[config.mk]
export PLATFORM = sky130hd
export DESIGN_NAME = telemetry_frame_builder
export DESIGN_NICKNAME = d
export VERILOG_FILES = /design/src/tfb_pkg.sv /design/src/tfb_front.sv /design/src/tfb_queue.sv /design/src/tfb_back.sv /design/src/telemetry_frame_builder.sv
export SDC_FILE = /design/constraint.sdc
export NUM_CORES = 1
export LEC_CHECK = 0
export BUFFER_PORTS_ARGS = -buffer_cell sky130_fd_sc_hd__buf_2
export CORE_UTILIZATION = 43
export DETAILED_ROUTE_END_ITERATION = 8
export PLACE_DENSITY = 0.63
export SYNTH_ARGS = -nofsm -noshare
export SYNTH_HDL_FRONTEND = slang
export SYNTH_HIERARCHICAL = 1
export SYNTH_SLANG_ARGS = --single-unit
[constraint.sdc]
create_clock -name aclk -period 10.2 [get_ports aclk]
set_input_delay 0.51 -clock aclk [delete_from_list [all_inputs] [get_ports aclk]]
set_output_delay 0.51 -clock aclk [all_outputs]
set_load 0.01 [all_outputs]
[src/tfb_pkg.sv]
// ============================================================================
// tfb_pkg
// Types, codes and byte helpers shared by the telemetry frame builder.
// ============================================================================
package tfb_pkg;

    // Action codes of an input word
    localparam logic ACT_START = 1'b0;
    localparam logic ACT_DATA  = 1'b1;

    // Status codes of a result word
    localparam logic [1:0] ST_OK      = 2'd0;
    localparam logic [1:0] ST_DROPPED = 2'd1;
    localparam logic [1:0] ST_ABORTED = 2'd2;

    // Configuration register indexes
    localparam int unsigned CFG_INDEX_W = 8;
    localparam logic [CFG_INDEX_W-1:0] CFG_FORMAT  = 8'd0;
    localparam logic [CFG_INDEX_W-1:0] CFG_ADDRESS = 8'd1;

    // Fixed frame bytes
    localparam logic [7:0] FLAG_BYTE = 8'h7e;
    localparam logic [7:0] END_BYTE  = 8'h0d;
    localparam logic [7:0] VER_FMT0  = 8'h90;
    localparam logic [7:0] VER_FMT1  = 8'h91;
    localparam logic [7:0] SUM_BUMP  = 8'h30;

    // Bytes ahead of the trailer in a header command: flag, version,
    // address bytes, two id bytes, two length bytes
    localparam logic [3:0] HDR_BYTES_FMT0 = 4'd10;
    localparam logic [3:0] HDR_BYTES_FMT1 = 4'd14;
    localparam logic [3:0] ADDR_START     = 4'd2;

    typedef struct packed {
        logic        action;
        logic [15:0] command_id;
        logic [15:0] payload_length;
        logic [7:0]  data_byte;
    } tfb_in_t;

    typedef struct packed {
        logic [7:0] frame_byte;
        logic       run_last;
        logic       frame_end;
        logic [1:0] status;
    } tfb_out_t;

    typedef enum logic [1:0] {
        CMD_HEADER  = 2'd0,
        CMD_PAYLOAD = 2'd1,
        CMD_DROP    = 2'd2
    } tfb_kind_t;

    // Classified word handed from the front to the back
    typedef struct packed {
        tfb_kind_t   kind;
        logic [1:0]  status;
        logic        fmt;
        logic        trailer;
        logic [15:0] command_id;
        logic [15:0] payload_length;
        logic [7:0]  data_byte;
        logic [7:0]  checksum;
    } tfb_cmd_t;

    // Final checksum byte: xor plus one, pushed off reserved byte values
    function automatic logic [7:0] finish_sum(input logic [7:0] x);
        logic [7:0] c;
        c = x + 8'd1;
        if (c inside {8'h00, 8'h7e, 8'h08, 8'h0a, 8'h0d, 8'h22}) begin
            c = c + SUM_BUMP;
        end
        return c;
    endfunction

    // XOR of all counted header bytes (version through length)
    function automatic logic [7:0] header_xor(
        input logic        fmt,
        input logic [63:0] addr,
        input logic [15:0] cid,
        input logic [15:0] len
    );
        logic [7:0] x;
        x = fmt ? VER_FMT1 : VER_FMT0;
        for (int i = 0; i < 4; i++) begin
            x = x ^ addr[8*i +: 8];
        end
        if (fmt) begin
            for (int i = 4; i < 8; i++) begin
                x = x ^ addr[8*i +: 8];
            end
        end
        x = x ^ cid[15:8] ^ cid[7:0] ^ len[15:8] ^ len[7:0];
        return x;
    endfunction

endpackage

[src/tfb_front.sv]
// ============================================================================
// tfb_front
// Accepts input words, tracks the open frame and the running checksum, and
// turns each word into one command for the back end.
// ============================================================================
module tfb_front (
    input  logic              aclk,
    input  logic              aresetn,
    input  logic              s_valid,
    output logic              s_ready,
    input  tfb_pkg::tfb_in_t  s_data,
    input  logic              frame_format,
    input  logic [63:0]       station_address,
    input  logic              q_ready,
    output logic              q_push,
    output tfb_pkg::tfb_cmd_t q_cmd
);
    import tfb_pkg::*;

    logic        open_reg, open_next;
    logic [15:0] remain_reg, remain_next;
    logic [7:0]  xor_reg, xor_next;
    logic [7:0]  hdr_x;
    logic [7:0]  pay_x;
    logic [15:0] remain_dec;

    assign s_ready = q_ready;
    assign q_push  = s_valid && q_ready;

    always_comb begin
        hdr_x       = header_xor(frame_format, station_address,
                                 s_data.command_id, s_data.payload_length);
        pay_x       = xor_reg ^ s_data.data_byte;
        remain_dec  = remain_reg - 16'd1;
        open_next   = open_reg;
        remain_next = remain_reg;
        xor_next    = xor_reg;

        q_cmd                = '0;
        q_cmd.fmt            = frame_format;
        q_cmd.command_id     = s_data.command_id;
        q_cmd.payload_length = s_data.payload_length;
        q_cmd.data_byte      = s_data.data_byte;

        if (s_data.action == ACT_START) begin
            q_cmd.kind     = CMD_HEADER;
            q_cmd.status   = open_reg ? ST_ABORTED : ST_OK;
            q_cmd.trailer  = (s_data.payload_length == 16'd0);
            q_cmd.checksum = finish_sum(hdr_x);
            open_next      = (s_data.payload_length != 16'd0);
            remain_next    = s_data.payload_length;
            xor_next       = (s_data.payload_length != 16'd0) ? hdr_x : 8'd0;
        end else if (!open_reg) begin
            q_cmd.kind      = CMD_DROP;
            q_cmd.status    = ST_DROPPED;
            q_cmd.data_byte = 8'd0;
        end else begin
            q_cmd.kind     = CMD_PAYLOAD;
            q_cmd.status   = ST_OK;
            q_cmd.trailer  = (remain_dec == 16'd0);
            q_cmd.checksum = finish_sum(pay_x);
            if (remain_dec == 16'd0) begin
                open_next   = 1'b0;
                remain_next = 16'd0;
                xor_next    = 8'd0;
            end else begin
                remain_next = remain_dec;
                xor_next    = pay_x;
            end
        end
    end

    always_ff @(posedge aclk) begin
        if (!aresetn) begin
            open_reg   <= 1'b0;
            remain_reg <= 16'd0;
            xor_reg    <= 8'd0;
        end else if (q_push) begin
            open_reg   <= open_next;
            remain_reg <= remain_next;
            xor_reg    <= xor_next;
        end
    end

endmodule

[src/tfb_queue.sv]
// ============================================================================
// tfb_queue
// Short command queue between the front and the back end.
// ============================================================================
module tfb_queue #(
    parameter int unsigned DEPTH = 2
) (
    input  logic              aclk,
    input  logic              aresetn,
    input  logic              push,
    input  tfb_pkg::tfb_cmd_t push_cmd,
    output logic              push_ready,
    input  logic              pop,
    output logic              pop_valid,
    output tfb_pkg::tfb_cmd_t pop_cmd
);
    import tfb_pkg::*;

    localparam int unsigned PW = (DEPTH > 1) ? $clog2(DEPTH) : 1;
    localparam int unsigned CW = $clog2(DEPTH + 1);

    tfb_cmd_t        entry_reg [DEPTH];
    logic [PW-1:0]   wr_ptr_reg, wr_ptr_next;
    logic [PW-1:0]   rd_ptr_reg, rd_ptr_next;
    logic [CW-1:0]   count_reg, count_next;

    assign push_ready = (count_reg != CW'(DEPTH));
    assign pop_valid  = (count_reg != '0);
    assign pop_cmd    = entry_reg[rd_ptr_reg];

    always_comb begin
        wr_ptr_next = wr_ptr_reg;
        rd_ptr_next = rd_ptr_reg;
        count_next  = count_reg;
        if (push) begin
            wr_ptr_next = (wr_ptr_reg == PW'(DEPTH - 1)) ? '0 : wr_ptr_reg + PW'(1);
        end
        if (pop) begin
            rd_ptr_next = (rd_ptr_reg == PW'(DEPTH - 1)) ? '0 : rd_ptr_reg + PW'(1);
        end
        if (push && !pop) begin
            count_next = count_reg + CW'(1);
        end else if (pop && !push) begin
            count_next = count_reg - CW'(1);
        end
    end

    always_ff @(posedge aclk) begin
        if (!aresetn) begin
            wr_ptr_reg <= '0;
            rd_ptr_reg <= '0;
            count_reg  <= '0;
        end else begin
            wr_ptr_reg <= wr_ptr_next;
            rd_ptr_reg <= rd_ptr_next;
            count_reg  <= count_next;
        end
    end

    always_ff @(posedge aclk) begin
        if (push) begin
            entry_reg[wr_ptr_reg] <= push_cmd;
        end
    end

endmodule

[src/tfb_back.sv]
// ============================================================================
// tfb_back
// Sequences the bytes of each command into the output register.
// ============================================================================
module tfb_back (
    input  logic              aclk,
    input  logic              aresetn,
    input  logic [63:0]       station_address,
    input  logic              q_valid,
    input  tfb_pkg::tfb_cmd_t q_cmd,
    output logic              q_pop,
    output logic              m_valid,
    input  logic              m_ready,
    output tfb_pkg::tfb_out_t m_data
);
    import tfb_pkg::*;

    tfb_cmd_t   cur_reg;
    logic       cur_valid_reg;
    logic [3:0] step_reg;
    tfb_out_t   out_reg, out_next;
    logic       out_valid_reg;

    logic       adv;
    logic       cur_last;
    logic [3:0] n_body;
    logic [3:0] addr_bytes;
    logic [3:0] addr_off;
    logic [3:0] tail_off;
    logic [7:0] body_byte;

    assign m_valid = out_valid_reg;
    assign m_data  = out_reg;
    assign adv     = !out_valid_reg || m_ready;

    always_comb begin
        addr_bytes = cur_reg.fmt ? 4'd8 : 4'd4;
        case (cur_reg.kind)
            CMD_HEADER: n_body = cur_reg.fmt ? HDR_BYTES_FMT1 : HDR_BYTES_FMT0;
            default:    n_body = 4'd1;
        endcase
        cur_last = cur_reg.trailer ? (step_reg == n_body + 4'd1)
                                   : (step_reg == n_body - 4'd1);
        addr_off = step_reg - ADDR_START;
        tail_off = step_reg - (ADDR_START + addr_bytes);

        body_byte = 8'd0;
        case (cur_reg.kind)
            CMD_HEADER: begin
                if (step_reg == 4'd0) begin
                    body_byte = FLAG_BYTE;
                end else if (step_reg == 4'd1) begin
                    body_byte = cur_reg.fmt ? VER_FMT1 : VER_FMT0;
                end else if (addr_off < addr_bytes) begin
                    body_byte = station_address[{addr_off[2:0], 3'b000} +: 8];
                end else begin
                    case (tail_off[1:0])
                        2'd0:    body_byte = cur_reg.command_id[15:8];
                        2'd1:    body_byte = cur_reg.command_id[7:0];
                        2'd2:    body_byte = cur_reg.payload_length[15:8];
                        default: body_byte = cur_reg.payload_length[7:0];
                    endcase
                end
            end
            CMD_PAYLOAD: body_byte = cur_reg.data_byte;
            default:     body_byte = 8'd0;
        endcase

        out_next           = out_reg;
        out_next.run_last  = cur_last;
        out_next.status    = cur_reg.status;
        out_next.frame_end = 1'b0;
        if (step_reg < n_body) begin
            out_next.frame_byte = body_byte;
        end else if (step_reg == n_body) begin
            out_next.frame_byte = cur_reg.checksum;
        end else begin
            out_next.frame_byte = END_BYTE;
            out_next.frame_end  = 1'b1;
        end

        q_pop = q_valid && (!cur_valid_reg || (adv && cur_last));
    end

    always_ff @(posedge aclk) begin
        if (!aresetn) begin
            cur_valid_reg <= 1'b0;
            step_reg      <= 4'd0;
            out_valid_reg <= 1'b0;
        end else begin
            if (adv) begin
                out_valid_reg <= cur_valid_reg;
            end
            if (q_pop) begin
                cur_valid_reg <= 1'b1;
                step_reg      <= 4'd0;
            end else if (adv && cur_valid_reg) begin
                if (cur_last) begin
                    cur_valid_reg <= 1'b0;
                end else begin
                    step_reg <= step_reg + 4'd1;
                end
            end
        end
    end

    always_ff @(posedge aclk) begin
        if (q_pop) begin
            cur_reg <= q_cmd;
        end
        if (adv && cur_valid_reg) begin
            out_reg <= out_next;
        end
    end

endmodule

[src/telemetry_frame_builder.sv]
// ============================================================================
// telemetry_frame_builder
// Builds outgoing link frames byte by byte: header on a start word, payload
// pass-through, checksum and closing byte after the last payload byte.
// ============================================================================
//
//  Channel   Direction  Handshake            Word
//  s_        in         s_valid / s_ready    tfb_in_t  (action, id, length, data)
//  m_        out        m_valid / m_ready    tfb_out_t (byte, run_last, end, status)
//  cfg_      in         cfg_valid/cfg_ready  cfg_index (0 format, 1 address), cfg_data
//
//  While m_ready is high, payload words sustain one word per cycle in and one
//  byte per cycle out; a start word yields 10 or 14 header bytes (plus 2 trailer bytes
//  when the length is zero), one per cycle; the back-end byte sequencer sets this.
//  The front keeps accepting while the command queue has room, so a header
//  burst is absorbed by the queue of QUEUE_DEPTH words and the sequencer.
//  An accepted word reaches m_data through the queue, command and output registers.
//  Reset is synchronous; it clears frame state, queue, sequencer and sets
//  frame_format to 1 and station_address to 0.
//  m_ready low holds the output byte; the queue then fills and drops s_ready.
//
module telemetry_frame_builder #(
    parameter int unsigned QUEUE_DEPTH = 2
) (
    input  logic                                aclk,
    input  logic                                aresetn,
    input  logic                                s_valid,
    output logic                                s_ready,
    input  tfb_pkg::tfb_in_t                    s_data,
    output logic                                m_valid,
    input  logic                                m_ready,
    output tfb_pkg::tfb_out_t                   m_data,
    input  logic                                cfg_valid,
    output logic                                cfg_ready,
    input  logic [tfb_pkg::CFG_INDEX_W-1:0]     cfg_index,
    input  logic [63:0]                         cfg_data
);
    import tfb_pkg::*;

    logic        format_reg;
    logic [63:0] address_reg;

    logic        q_ready;
    logic        q_push;
    tfb_cmd_t    push_cmd;
    logic        q_valid;
    logic        q_pop;
    tfb_cmd_t    pop_cmd;

    // Configuration is always taken; the host must write only while no word is in
    // flight so no write lands in the middle of a header; not enforced by the block
    assign cfg_ready = 1'b1;

    always_ff @(posedge aclk) begin
        if (!aresetn) begin
            format_reg  <= 1'b1;
            address_reg <= 64'd0;
        end else if (cfg_valid) begin
            case (cfg_index)
                CFG_FORMAT:  format_reg  <= cfg_data[0];
                CFG_ADDRESS: address_reg <= cfg_data;
                default:     ;   // drop writes to unknown indexes
            endcase
        end
    end

    // Front: classify words, advance frame state and checksum
    tfb_front u_front (
        .aclk            (aclk),
        .aresetn         (aresetn),
        .s_valid         (s_valid),
        .s_ready         (s_ready),
        .s_data          (s_data),
        .frame_format    (format_reg),
        .station_address (address_reg),
        .q_ready         (q_ready),
        .q_push          (q_push),
        .q_cmd           (push_cmd)
    );

    // Queue: decouple the front from the byte sequencer
    tfb_queue #(
        .DEPTH (QUEUE_DEPTH)
    ) u_queue (
        .aclk       (aclk),
        .aresetn    (aresetn),
        .push       (q_push),
        .push_cmd   (push_cmd),
        .push_ready (q_ready),
        .pop        (q_pop),
        .pop_valid  (q_valid),
        .pop_cmd    (pop_cmd)
    );

    // Back: emit the bytes of each command into the output register
    tfb_back u_back (
        .aclk            (aclk),
        .aresetn         (aresetn),
        .station_address (address_reg),
        .q_valid         (q_valid),
        .q_cmd           (pop_cmd),
        .q_pop           (q_pop),
        .m_valid         (m_valid),
        .m_ready         (m_ready),
        .m_data          (m_data)
    );

endmodule

==> results of run 1 <==
[metrics by stage]
stage / hold slack (ps) / worst slack, ps
CTS: 147 / 6290
floorplan: 400 / 6260
global placement: 410 / 6260
finish: 162 / 6250
global route: 154 / 5960
detailed placement: 405 / 6200
[critical path, cell delays in order, from the launching register on]
cell	delay (ps)
dfxtp_1	760
clkinv_1	600
ha_1	500
nor4_2	570
a31oi_1	200
nand2b_4	210
inv_2	50
buf_4	560
xor2_1	150
and2_1	190
[layout by cell type, fill, tap and decap left out, types with 10 or more instances in the layout]
cell type / count
o21a_1: 10
o32ai_1: 10
xor2_1: 33
nand3_1: 14
mux4_1: 12
mux2_1: 54
mux2i_1: 74
buf_4: 10
edfxtp_1: 174
nor2b_1: 20
a21oi_1: 22
o21ai_0: 12
ha_1: 26
nor3_1: 17
a22oi_1: 14
nor2_1: 53
buf_2: 130
dfxtp_1: 100
nand2_1: 178
clkbuf_16: 29
o21ai_1: 16
xnor2_1: 82
inv_1: 40
[area by class of cell]
type	instances	area [µm²]	share of cell area
Sequential cell	275	7250	0.456
Multi-Input combinational cell	810	6190	0.390
Clock buffer	36	792	0.0499
Timing Repair Buffer	140	726	0.0457
Tap cell	442	553	0.0348
Clock inverter	17	204	0.0128
Inverter	45	169	0.0106
[power breakdown]
group | internal (mW) | switching, mW | leakage (nW)
combinational | 0.371 | 0.623 | 2.91
sequential | 1.47 | 0.0883 | 2.45
clock | 0.653 | 0.443 | 0.484
total | 2.50 | 1.15 | 5.85
[routing by layer]
metal	wire length [µm]	global-route usage	part of all wire	up-vias
met3	2180	0.0312	0.064	42
met2	15800	0.329	0.46	319
li1	-	-	-	4536
met1	15600	0.283	0.46	4584
met5	0	0	0	-
met4	663	0.0507	0.019	0
[worst paths after layout]
check / slack [ps] / from / to / depth (start not counted)
max: 6250 / u_back/step_reg[0] / flip-flop / 9
max reg2reg: 6250 / u_back/step_reg[0] / flip-flop / 9
min: 160 / s_data[31] / u_queue/entry_reg[1][39] / 1
min reg2reg: 420 / u_back/cur_reg[50] / u_back/m_data[0] / 0
[logic make-up after synthesis]
kind of cell,count (synthesis)
AOI/OAI and AO/OA,166
DFF,275
and+or+nand+nor,350
buffers and inverters,140
adders and majority gates,26
muxes,145
other,1
xor gates and xnor gates,122
==> summary.md, run 1 <==
| Metric | Value |
|---|---|
| Max_slew headroom | `0.267` |
| Post-Synthesis Cell Area | `0.0143 mm²` |
| Total wirelength of the detailed-routed design | `34200 µm` |
| Initial antenna violation count | `0` |
| Total routing resource utilization after global routing | `0.203` |
| Portion of netlist area occupied by mux cells | `0.123` |
| Final critical path time including I/O delays and setup | `3950 ps` |
| Primary flip-flop cell chosen by synthesis mapping | `edfxtp_1` |
| Final cycle utilization of the critical path | `0.387` |
| Largest net degree at the start of global routing | `96` |
| PD cells | `230 mW/mm²` |
| Area after detailed placement | `0.0149 mm²` |
| Main area contributors after synthesis | `edfxtp_1 (37%), dfxtp_1 (14%), mux2i_1 (5.2%)` |
| Count of hold-fix buffers inserted at cts | `0` |
| Category of the worst setup path launch point | `flip-flop` |
| Wire length of the first global-routing pass | `52500 µm` |
| DRT antenna net count | `0` |
| Fraction of the mapped netlist area in adder cells | `0.0227` |
| Fraction of layout instances using a drive strength above 1 | `0.174` |
| Dominant cell by count in the synthesized netlist | `nand2_1` |
| Placeable core area | `0.0326 mm²` |
| Ant diodes | `0` |
| Final count of pins violating max slew | `0` |
| Number of max-cap violations | `0` |
| Initial DRC Count | `797` |
| Final core occ | `0.487` |
| Remaining design rule violation count | `0` |
| Buffer type at the clock tree root | `clkbuf_16` |
| Number of post-CTS setup repair buffers | `0` |
| Simple-gate share of the synthesized area | `0.118` |
| Setup repair after global routing missed its margin | `no` |
| Asr flop ratio synth | `0` |
| Net count after synthesis | `1369` |
| Area Overhead vs Synth | `11.0%` |
| Total Die Area | `0.0340 mm²` |
| Port Buf Inserts | `131` |
| Mean post-synth cell area | `11.7 µm²` |
| Number of standard cells after synthesis | `1225` |
| Share of the synthesized area in the top cell type | `0.365` |
| Max frequency | `0.253 GHz` |
| Die outline height | `184 µm` |
| Number of nets in the layout | `1445` |
| Final-report hold violation count | `0` |
| Via/cell ratio | `5.37` |
| Yosys warning count | `6` |
| Data required, critical path | `10650 ps` |
| Die extent in x | `184 µm` |
| Number of levels the H-tree was split into | `1` |
| Largest register FFs | `108` |
| Critical path capture point type | `flip-flop` |
| Weighted congestion at the end of routability-driven global placement | `0.915` |
| Post-synthesis compound-gate area fraction | `0.0866` |
| Min-Delay Path Class | `in -> reg` |
| Synth area leader | `edfxtp_1` |
| Standard-cell rows | `66` |
| Non-filler cells, final | `1765` |
| Count of final setup violators | `0` |
| Critical path data arrival time | `4390 ps` |
| Flop and latch count out of synthesis | `275` |
| DP HPWL | `24300 µm` |
| Wire per inst | `19.4 µm` |
| Clock tree sinks | `275` |
| Post-route design area | `0.0159 mm²` |
| Total power consumption of the routed design | `3.65 mW` |
| Router iterations before antenna repair | `5` |
| Highest ir drop seen on vdd | `0.171 mV` |
| Dominant combinational cell family by area after synthesis | `multiplexers` |
| Sequential fraction of the synthesis area | `0.506` |
| Vias | `9481` |
| Final TNS setup | `0 ps` |
| Maximum fanout along the worst path | `55` |
| Total I/O pin count | `133` |
| CTS max path bufs | `3` |
| Number of synthesized flops with an enable pin | `174` |
| Critical path start-end classification | `reg -> reg` |
| Result of the run | `completed` |
| Unique masters post-synth | `89` |
| XOR/XNOR Fraction of Synth Area | `0.0807` |
| Initial core utilization | `0.439` |
| Cts bufs inserted | `29` |
| Clock Skews | `17.0 ps` |
| Clock slew seen by the registers of the worst setup and hold paths | `60 ps` |
| Number of cells after detailed placement | `1712` |
| Later-pin clock latency in the skew report | `560 ps` |
| Number of inserted filler cells in the final layout | `2948` |
| Worst-margin pin slew | `1100 ps` |
| Vias in the first global route | `9036` |
| Clock tree from TritonCTS | `built` |
| Leakage power | `5.85 nW` |
| Sum of overflow across all layers after global routing | `0` |
| Post-synth top cells | `nand2_1 (178), edfxtp_1 (174), dfxtp_1 (101)` |
| Resized Gates After CTS | `0` |
(Power assumes the default switching activity.)
==> run 2: changes to the inputs <==
- PLACE_DENSITY: 0.63 -> 0.65
- clock period: 10.2 -> 3.22 ns (I/O delays scaled with it)
==> summary.md, run 2 (same netlist as run 1, synthesis figures left out) <==
| Metric | Value |
|---|---|
| Largest net degree at the start of global routing | `69 (-28%)` |
| Min-Delay Path Class | `in -> reg` |
| Leakage power | `6.42 nW (+9.8%)` |
| Total Die Area | `0.0340 mm² (unchanged)` |
| Die outline height | `184 µm (unchanged)` |
| Critical path data arrival time | `3370 ps (-1020 ps)` |
| Largest register FFs | `108 (unchanged)` |
| PD cells | `694 mW/mm² (+200%)` |
| Standard-cell rows | `66 (unchanged)` |
| Port Buf Inserts | `131 (unchanged)` |
| Count of final setup violators | `0 (unchanged)` |
| Vias | `9934 (+4.8%)` |
| Cell mode on critical path | `xnor2_1` |
| Initial core utilization | `0.439 (unchanged)` |
| Destination of the worst register-to-register timing path | `u_front/xor_reg[6]` |
| Number of max-cap violations | `0 (unchanged)` |
| Critical path capture point type | `flip-flop` |
| Vias in the first global route | `9800 (+8.5%)` |
| Maximum fanout along the worst path | `5 (-91%)` |
| Buffer type at the clock tree root | `clkbuf_16` |
| CTS max path bufs | `3 (unchanged)` |
| Cts bufs inserted | `30 (+3.4%)` |
| Final critical path time including I/O delays and setup | `3090 ps` |
| Remaining design rule violation count | `0 (unchanged)` |
| Wire length of the first global-routing pass | `55900 µm (+6.5%)` |
| Clock tree sinks | `275 (unchanged)` |
| Area Overhead vs Synth | `20.4%` |
| Fraction of layout instances using a drive strength above 1 | `0.186 (+0.0119)` |
| DRT antenna net count | `0 (unchanged)` |
| Final count of pins violating max slew | `0 (unchanged)` |
| Count of buffer and inverter cells on the critical path | `3 (unchanged)` |
| Critical path start-end classification | `in -> reg` |
| Weighted congestion at the end of routability-driven global placement | `0.883 (-3.5%)` |
| FF-to-FF Start | `u_front/remain_reg[0]` |
| Highest ir drop seen on vdd | `0.526 mV (+210%)` |
| Final cycle utilization of the critical path | `0.959` |
| Total wirelength of the detailed-routed design | `36800 µm (+7.4%)` |
| Slack of the worst reg-to-reg path | `140 ps (-6110 ps)` |
| Final core occ | `0.528 (+0.0414)` |
| Wire per inst | `19.4 µm (+0.25%)` |
| Count of cells along the worst register-to-register path | `12 (+3)` |
| Number of inserted filler cells in the final layout | `2768 (-6.1%)` |
| Max frequency | `0.324 GHz` |
| Worst setup path start | `s_data[16]` |
| Sum of overflow across all layers after global routing | `0 (unchanged)` |
| Delay contributed by the slowest stage of the critical path | `570 ps (-190 ps)` |
| Final-report hold violation count | `0 (unchanged)` |
| Area after detailed placement | `0.0151 mm² (+1.7%)` |
| Clock tree from TritonCTS | `built` |
| Clock slew seen by the registers of the worst setup and hold paths | `60 ps (about the same)` |
| Clock Skews | `24.5 ps (+7.45 ps)` |
| Most common cell after layout, fill and taps aside | `nand2_1` |
| Router iterations before antenna repair | `5 (unchanged)` |
| Cell at the slowest stage of the critical path | `or4b_4` |
| Post-route design area | `0.0172 mm² (+8.5%)` |
| Worst-margin pin slew | `681 ps (-418 ps)` |
| Die extent in x | `184 µm (unchanged)` |
| Data required, critical path | `3510 ps (-7140 ps)` |
| Gate family responsible for the most delay along the worst path | `buffers and inverters` |
| Initial DRC Count | `1076 (+35%)` |
| Via/cell ratio | `5.25 (-2.2%)` |
| DP HPWL | `25100 µm (+3.4%)` |
| Commonest cells after routing, fill and taps aside | `nand2_1 (178), edfxtp_1 (174), buf_2 (130)` |
| Total I/O pin count | `133 (unchanged)` |
| Critical path depth | `15 (+6)` |
| Ordered list of cells on the worst path | `dlygate4sd3_1, buf_2, xnor2_1, xnor2_1, buf_4, xnor2_1, xnor2_1, ha_2, a21boi_1, mux2i_1, or4b_4, xor2_2, nor2_1, a221oi_2, a22oi_2` |
| Later-pin clock latency in the skew report | `570 ps (about the same)` |
| Number of nets in the layout | `1568 (+8.5%)` |
| Category of the worst setup path launch point | `primary input` |
| Max_slew headroom | `0.546 (+0.279)` |
| Total routing resource utilization after global routing | `0.215 (+0.0124)` |
| Result of the run | `completed` |
| Number of levels the H-tree was split into | `1 (unchanged)` |
| Initial antenna violation count | `2 (+2)` |
| Placeable core area | `0.0326 mm² (unchanged)` |
| Endpoint of the worst setup timing path | `u_queue/entry_reg[1][4]` |
[run 2: changes by cell type in the layout (fill, tap and decap cells not counted), sizes merged]
| cell | change |
|---|---|
| clkinv | -1 |
| clkbuf | -2 |
| dlygate4sd3 | +98 |
| clkinvlp | +6 |
| buf | +24 |
| diode | +1 |
[run 2: worst min-delay path, stage by stage]
cell      delay [ps]
buf_2             80
or4b_4           140
o31ai_1           80
nand3b_1          90
[run 2: through the flow]
stage               setup slack, ps  std cells  power (mW)  hold slack [ps]  TNS, ps
global placement                123       1734        8.27              375        0
finish                          132       1891        11.9             33.7        0
floorplan                      -101       1225        7.31              279     -101
detailed placement             92.5       1734        8.35              377        0
global route                  -31.4       1890        12.5             34.5    -62.3
CTS                            76.1       1888        12.0             11.5        0
[run 2: worst min-delay path by stage]
stage / start / to / depth (start not counted)
4_1_cts: cfg_index[2] / format_reg / 4
3_3_place_gp: s_data[33] / u_queue/entry_reg[0][41] / 1
5_1_grt: cfg_index[2] / format_reg / 4
3_5_place_dp: s_data[25] / u_queue/entry_reg[1][33] / 1
2_1_floorplan: aresetn / u_queue/wr_ptr_reg / 1
6_report: cfg_index[2] / format_reg / 4
[run 2: final cells by class]
cell class / count / area (µm²) / share of cell area
Tap cell: 442 / 553 / 0.0321
Inverter: 45 / 173 / 0.0100
Antenna cell: 1 / 2.50 / 0.000145
Clock buffer: 34 / 786 / 0.0456
Timing Repair Buffer: 262 / 1960 / 0.114
Clock inverter: 22 / 241 / 0.0140
Sequential cell: 275 / 7250 / 0.421
Multi-Input combinational cell: 810 / 6260 / 0.364
[run 2: routing by layer]
metal / up-vias / track usage / part of all wire
met2: 323 / 0.359 / 0.47
met5: - / 0 / 0
met3: 53 / 0.0312 / 0.060
met4: 0 / 0.0530 / 0.020
li1: 4772 / - / -
met1: 4786 / 0.293 / 0.45
[run 2: timing repair]
item	CTS	global route
hold buffers	98	0
hold endpoints to repair	131	0
setup buffers	0	2
endpoints found under the setup margin	0	8
resized for setup	0	11
[run 2: power by group]
| group | total, mW | internal, mW | switching (mW) |
|---|---|---|---|
| Clock | 3.53 | 2.08 | 1.44 |
| Sequential | 4.97 | 4.66 | 0.309 |
| Combinational | 3.46 | 1.39 | 2.06 |
==> run 3: changes to the inputs <==
- HOLD_SLACK_MARGIN: default -> 0.08
- PLACE_DENSITY: 0.65 -> 0.63
- clock period: 3.22 -> 3.9 ns (I/O delays scaled with it)
==> summary.md, run 3 (same netlist as run 1, synthesis figures left out) <==
| Metric | Value |
|---|---|
| Ordered list of cells on the worst path | `dlygate4sd3_1, buf_2, xor2_1, xnor2_1, xnor2_1, xnor2_2, ha_1, a21boi_0, mux2i_1, or4b_4, xor2_1, nor2_1, a221oi_1, a22oi_1` |
| Critical path data arrival time | `3880 ps (+510 ps)` |
| Largest net degree at the start of global routing | `80 (+16%)` |
| Final cycle utilization of the critical path | `0.925` |
| Total Die Area | `0.0340 mm² (unchanged)` |
| Final core occ | `0.524 (-0.00468)` |
| Total internal power | `6.67 mW (-18%)` |
| Initial core utilization | `0.439 (unchanged)` |
| Final-report hold violation count | `0 (unchanged)` |
| Clock tree from TritonCTS | `built` |
| Largest register FFs | `108 (unchanged)` |
| Number of cells after detailed placement | `1721 (-0.75%)` |
| Router iterations before antenna repair | `6 (+1)` |
| Final count of pins violating max slew | `0 (unchanged)` |
| Clock Skews | `18.3 ps (-6.17 ps)` |
| Worst-case setup slack after placement | `194 ps (+102 ps)` |
| CTS max path bufs | `3 (unchanged)` |
| Number of nets in the layout | `1559 (-0.57%)` |
| Standard-cell rows | `66 (unchanged)` |
| Critical path capture point type | `flip-flop` |
| Data required, critical path | `4180 ps (+670 ps)` |
| Category of the worst setup path launch point | `primary input` |
| Initial antenna violation count | `0 (-2)` |
| Count of final setup violators | `0 (unchanged)` |
| GR met3 Demand/Resource | `0.0385 (+0.00731)` |
| Vias in the first global route | `9699 (-1.0%)` |
| Setup repair after global routing missed its margin | `no` |
| Met1 Track Usage GR | `0.279 (-0.0146)` |
| PD cells | `571 mW/mm² (-18%)` |
| Worst-margin pin slew | `870 ps (+190 ps)` |
| Footprint of the flip-flops and latches | `0.00725 mm² (about the same)` |
| Ant diodes | `0 (-1)` |
| Most common cell after layout, fill and taps aside | `nand2_1` |
| Layer with the highest usage after global routing | `met2` |
| Wire per inst | `19.3 µm (-0.83%)` |
| Worst setup slack after layout | `294 ps (+162 ps)` |
| Via/cell ratio | `5.26 (about the same)` |
| Total power consumption of the routed design | `9.75 mW (-18%)` |
| Remaining design rule violation count | `0 (unchanged)` |
| Die outline height | `184 µm (unchanged)` |
| Number of max-cap violations | `0 (unchanged)` |
| Buffer type at the clock tree root | `clkbuf_16` |
| Die extent in x | `184 µm (unchanged)` |
| Total wirelength of the detailed-routed design | `36200 µm (-1.4%)` |
| Critical path start-end classification | `in -> reg` |
| Placeable core area | `0.0326 mm² (unchanged)` |
| Final TNS setup | `0 ps (unchanged)` |
| Vias | `9882 (-0.52%)` |
| Non-filler cells, final | `1880 (-0.58%)` |
| Fraction of layout instances using a drive strength above 1 | `0.168 (-0.0182)` |
| Total routing resource utilization after global routing | `0.214 (-0.00108)` |
| Global-route track usage on met2 | `0.360 (+0.00151)` |
| Highest ir drop seen on vdd | `0.355 mV (-33%)` |
| Clock tree sinks | `275 (unchanged)` |
| Min-Delay Path Class | `in -> reg` |
| Final critical path time including I/O delays and setup | `3610 ps` |
| Cts bufs inserted | `30 (unchanged)` |
| Final hold slack | `105 ps (+71.1 ps)` |
| Cell at the slowest stage of the critical path | `or4b_4` |
| Sum of overflow across all layers after global routing | `0 (unchanged)` |
| Slack of the worst reg-to-reg path | `430 ps (+290 ps)` |
| Maximum fanout along the worst path | `5 (unchanged)` |
| Total I/O pin count | `133 (unchanged)` |
| Max frequency | `0.277 GHz` |
| Leakage power | `6.35 nW (-1.0%)` |
| Power share of the combinational group | `0.276 (-0.013)` |
| Area occupied by multi-input gates | `0.00620 mm² (-1.1%)` |
| Switching share of total power | `0.315 (-0.00380)` |
| Post-route design area | `0.0171 mm² (-0.89%)` |
| Portion of total power attributed to the clock network | `0.296 (about the same)` |
| Later-pin clock latency in the skew report | `560 ps (about the same)` |
| DRT antenna net count | `0 (unchanged)` |
| Delay contributed by the slowest stage of the critical path | `570 ps (about the same)` |
| Port Buf Inserts | `131 (unchanged)` |
| Number of inserted filler cells in the final layout | `2780 (+0.43%)` |
| Wire length of the first global-routing pass | `55200 µm (-1.2%)` |
| Initial DRC Count | `690 (-36%)` |
| Weighted congestion at the end of routability-driven global placement | `0.897 (+1.6%)` |
| Result of the run | `completed` |
| DP HPWL | `24900 µm (-0.90%)` |
| Area Overhead vs Synth | `19.3%` |
| Switching power | `3.07 mW (-19%)` |
| Commonest cells after routing, fill and taps aside | `nand2_1 (178), edfxtp_1 (174), buf_2 (130)` |
| Sequential fraction of design power | `0.428 (+0.012)` |
| Area after detailed placement | `0.0150 mm² (-0.84%)` |
| Clock slew seen by the registers of the worst setup and hold paths | `60 ps (about the same)` |
| Max_slew headroom | `0.419 (-0.127)` |
| Number of levels the H-tree was split into | `1 (unchanged)` |
## run 3: cell types whose count changed in the layout (fill, tap and decap cells not counted), sizes merged
cell / delta
buf: -15
clkbuf: +9
dlygate4sd3: +6
clkinvlp: -5
clkinv: -4
bufinv: -1
diode: -1
## run 3: final timing paths
check,from,to,cells after the start
max,s_data[33],u_queue/entry_reg[1][4],14
min,cfg_index[2],address_reg[38],4
max reg2reg,u_front/xor_reg[0],u_queue/entry_reg[1][4],12
min reg2reg,u_back/cur_reg[51],u_back/m_data[1],0
## run 3: cell type report
type	instances	area share
Sequential cell	275	0.425
Timing Repair Buffer	253	0.110
Clock buffer	43	0.0504
Clock inverter	12	0.00923
Multi-Input combinational cell	810	0.363
Tap cell	442	0.0324
Inverter	45	0.0101
## run 3: metal layers
| layer | wire, µm | up-vias |
|---|---|---|
| met5 | 0 | - |
| met1 | 15700 | 4717 |
| met3 | 2460 | 65 |
| met2 | 17000 | 341 |
| met4 | 1090 | 0 |
| li1 | - | 4759 |
## run 3: critical path, delay by kind of cell
| family | cells | cell delay [ps] |
|---|---|---|
| AO/OA/AOI/OAI | 3 | 560 |
| XOR/XNOR | 5 | 1330 |
| adder cells (fa/ha/maj) | 1 | 290 |
| buffers and inverters | 2 | 690 |
| multiplexers | 1 | 150 |
| AND/OR/NAND/NOR | 2 | 660 |
## run 3: power by group through the flow
stage / sequential, mW / combinational (mW) / clock (mW)
2_1_floorplan: 4.08 / 1.95 / 0
3_3_place_gp: 4.22 / 2.56 / 0
3_5_place_dp: 4.24 / 2.59 / 0
4_1_cts: 4.19 / 2.69 / 2.94
5_1_grt: 4.23 / 2.93 / 3.06
6_report: 4.17 / 2.69 / 2.89
## run 3: timing repair
action / CTS / global route
resized for setup: 0 / 1
setup buffers: 0 / 0
hold buffers: 104 / 0
hold endpoints to repair: 142 / 0
endpoints found under the setup margin: 0 / 2
